$ cat src/rtl/core/lockord_ram.sv
`default_nettype none

module lockord_ram #(
   parameter int unsigned WIDTH = 8,
   parameter int unsigned DEPTH = 16,
   parameter int unsigned ADDR_BITS = 4
) (
   input  wire logic                 clock,
   input  wire logic                 wr_en,
   input  wire logic [ADDR_BITS-1:0] wr_addr,
   input  wire logic [WIDTH-1:0]     wr_data,
   input  wire logic [ADDR_BITS-1:0] rd_addr,
   output logic      [WIDTH-1:0]     rd_data
);

   logic [WIDTH-1:0] mem_ff [DEPTH];

   // one write port, one registered read port
   always_ff @(posedge clock) begin
      if (wr_en) begin
         mem_ff[wr_addr] <= wr_data;
      end
      rd_data <= mem_ff[rd_addr];
   end

endmodule

`default_nettype wire

$ cat config.mk
export PLATFORM = sky130hd
export DESIGN_NAME = lockord_ram
export DESIGN_NICKNAME = d
export VERILOG_FILES = /design/src/rtl/core/lockord_ram.sv
export SDC_FILE = /design/constraint.sdc
export NUM_CORES = 1
export LEC_CHECK = 0
export BUFFER_PORTS_ARGS = -buffer_cell sky130_fd_sc_hd__buf_2
export CORE_MARGIN = 3
export CORE_UTILIZATION = 55
export DETAILED_ROUTE_END_ITERATION = 12
export PLACE_DENSITY = 0.7
export SLEW_MARGIN = 0
export SYNTH_ARGS = -nofsm -noshare
export SYNTH_HDL_FRONTEND = slang
export SYNTH_SLANG_ARGS = --single-unit
$ cat constraint.sdc
create_clock -name clock -period 2.4 [get_ports clock]
set_input_delay 0.72 -clock clock [delete_from_list [all_inputs] [get_ports clock]]
set_output_delay 0.72 -clock clock [all_outputs]
set_load 0.005 [all_outputs]
# Yosys cells after proc, flatten, opt, wreduce, memory -nomap -nowiden
# Memories as Yosys holds them, arrays and structs flattened. A register that Yosys moved wholly into a read port is not among the register bits.
# Cells that the tools add are included.
# totals
ff_bits	0
mem_bits_rw	128
output_inout_bits	8
mem_count	1
# memory_table
name	words	word_bits	read_ports	rd_clocked_by_memory_dff	write_ports	line	text
mem_ff	16	8	1	1	1	16	logic [WIDTH-1:0] mem_ff [DEPTH];
# classes
n_mux	2
# op_table
operator	n
$mux 1	2

# Depth between registers and ports, before layout
# depth
word_depth	2
mapped_depth	5
mapped_depth_nobuf	3

# Worst setup path before layout
# Ideal clock, no wire load.
# synth_timing
path_type	input to register
from	input port wr_addr[2]
to	memory mem_ff[0][0] (enable)
arrival_ns	1.830
required_ns	2.017
path_slack_ns	0.187
cell_stages	2
path_cell_list	or3b_2 -> nor3_1
# synth_rtl
item	line	text
from (decl)	10	input wire logic [ADDR_BITS-1:0] wr_addr,
to (decl)	16	
# Straight into the memory's write port.

# Worst setup path in the final report
# layout_timing
from	register rd_data[6] (read register of mem_ff)
to	output port rd_data[6]
# layout_rtl
item	line	text
from (decl)	13	output logic [WIDTH-1:0] rd_data
# No word-level cell between the ends.

==> results.cfg <==
[run_status]
outcome = finished clean

[final_layout]
fillers = 537
drive_gt1_share_pct = 32.7
n_antenna_cell = 0
final_cells = 405
layout.nets = 302
synthToLayoutAreaGrowth_pct = 18.9
fin_util_pct = 68.8
final_area_um2 = 6120

[global_routing]
grt_pass1_wl_um = 15500
antenna_found_initial = 0
grt_start_max_net_pins = 33
grt_pass1_vias = 2556
overflow = 0
grt_usage_pct = 21.3

[timing]
period_needed_ns = 1.75
tightest_slew_ns = 0.468
setup_viol = 0
rsz0062_at_grt = no
relSlewSlack_pct = 68.8
tns_ns = 0
fmax_ghz = 0.570
slew_violations = 0
period_share_pct = 73.1
final_hold_viol_count = 0
fin_skew_ns = 0.0123

[routing]
ant_nets = 0
vias = 2517
routed_wl_um = 9950
drc = 0
drt-pass1-iter-count = 4
drtIter0Drc = 181
via_per_inst = 6.21
wl_per_cell_um = 24.6

[clock_tree]
post_cts_buffers = 0
ctsResizeCount = 0
clk_pin_slew_ns = 0.06
clk-insertion-delay-late_ns = 0.51
clock-sinks = 136
cts_tree = done
cts_buffers = 17
ctsHoldBuffers = 0
clockBufferDepth = 2
htreeDepth = 4
clock-root-buffer = clkbuf_8

[place]
dp_cells = 373
place_area_um2 = 5500
place_congestion = 0.723
dpl.hpwl_um = 5990
io_buffers = 25

[critical_path]
crit_required_ns = 1.68
regToRegSetupSlack_ns = 1.08
crit_type = reg -> out
cp_data_arrival_time_ns = 1.03
critPathTopFamily = flip-flops
crit_path_max_incr_delay_ns = 0.38
startpoint_type = flip-flop
crit_chain = buf_2
cpMaxStageDelayCell = dfxtp_1
path_buf_inv = 1
critPathMaxFanout = 1
endpoint_kind = output pin

[die]
initial_utilization_pct = 57.9
io_pins = 26
die_w_um = 103
die_area_um2 = 10600
std_cell_rows = 34
core_area_um2 = 8890
die_h_um = 103

[synth]
synth-seq-cells = 136
synth.distinct_cells = 19
ys_seq_area_share_pct = 77.8
syn_inst = 229
syn_nets = 247
syn_avg_cell_area_um2 = 22.5
synth_area_um2 = 5150
yosys_warnings = 0

[power_and_ir_drop]
finalPower_uw = 5560
leakagePower_uw = 0.00210
powerDensity_nw_per_um2 = 908
max-vdd-ir-drop_mv = 0.497

[flow_run]
drv_cap = 0

[worst_hold_path]
min_path_type = in -> reg
==> sequential cells by signal (all words and copies together) (netlist names) <==
signal	flops
mem_ff	128
rd_data	8
==> cell usage in the layout (no fill, tap or decap) <==
cell type   count
nand2_1         9
clkbuf_16      16
or3b_2          1
nor3_1          4
clkinvlp_4      6
clkinv_4        1
buf_2          25
mux4_2         18
edfxtp_1      128
nor2b_1         1
buf_12          2
nand2b_1        2
clkbuf_8        1
nand3_1         1
inv_6           2
clkinv_2        2
nand3b_1        2
and2_1          1
nor2_1         13
a22oi_1        16
bufinv_16       4
buf_4          19
and2b_1         1
mux4_1         14
dfxtp_1         8
==> report_power, final <==
group	switching, uW	total (uW)	internal, uW	leakage, uW
Combinational	135	244	108	0.000590
Clock	952	2640	1690	0.000283
Sequential	17.7	2670	2660	0.00122
Total	1100	5560	4450	0.00210
==> path summary, 6_finish.rpt <==
path | startpoint | end | depth (start not counted)
worst min-delay path | wr_data[6] | mem_ff[4][6] | 1
worst max register to register | mem_ff[2][2] | rd_data[2] | 3
worst min register to register | mem_ff[14][3] | rd_data[3] | 3
worst max-delay path | rd_data[6] | rd_data[6] | 1
==> metrics by stage <==
stage	setup WS (ns)	hold WS, ns
CTS	0.620	0.556
global placement	0.266	0.656
global route	0.627	0.580
floorplan	0.187	0.629
finish	0.646	0.581
detailed placement	0.246	0.668
==> cells in the mapped netlist, drive strengths merged <==
cell type | n | area share (%)
nor2b | 1 | 0.12
nor3 | 4 | 0.39
buf | 7 | 1.1
nand3b | 2 | 0.29
and2 | 1 | 0.12
edfxtp | 128 | 75
nand3 | 1 | 0.097
or3b | 1 | 0.17
nand2 | 9 | 0.66
and2b | 1 | 0.15
nor2 | 13 | 0.95
mux4 | 32 | 15
clkdlybuf4s25 | 3 | 0.58
dfxtp | 8 | 3.1
nand2b | 2 | 0.24
a22oi | 16 | 2.3
==> cell families (layout without fill, tap and decap cells) <==
kind of cell           Yosys count  in the layout  share of synthesized area, %
AO/OA/AOI/OAI                   16             16                          2.33
buffers and inverters           10             78                          1.68
flip-flops                     136            136                          77.8
multiplexers                    32             32                          15.0
AND/OR/NAND/NOR                 35             35                          3.18
==> routing by layer <==
layer,GRT usage (%),up-vias,wire [um],part of all wire [%]
met5,0,-,0,0
li1,-,1079,-,-
met2,32.6,99,4900,49
met3,4.26,13,620,6.2
met4,7.77,0,155,1.6
met1,31.1,1326,4270,43
==> cell type report <==
| class | instances | area, um2 | area share (%) |
|---|---|---|---|
| Timing Repair Buffer | 46 | 308 | 5.03 |
| Clock inverter | 15 | 201 | 3.29 |
| Clock buffer | 17 | 414 | 6.77 |
| Sequential cell | 136 | 4000 | 65.4 |
| Multi-Input combinational cell | 83 | 1060 | 17.3 |
| Tap cell | 108 | 135 | 2.21 |
No activity file was read; power rests on OpenSTA's default activity.
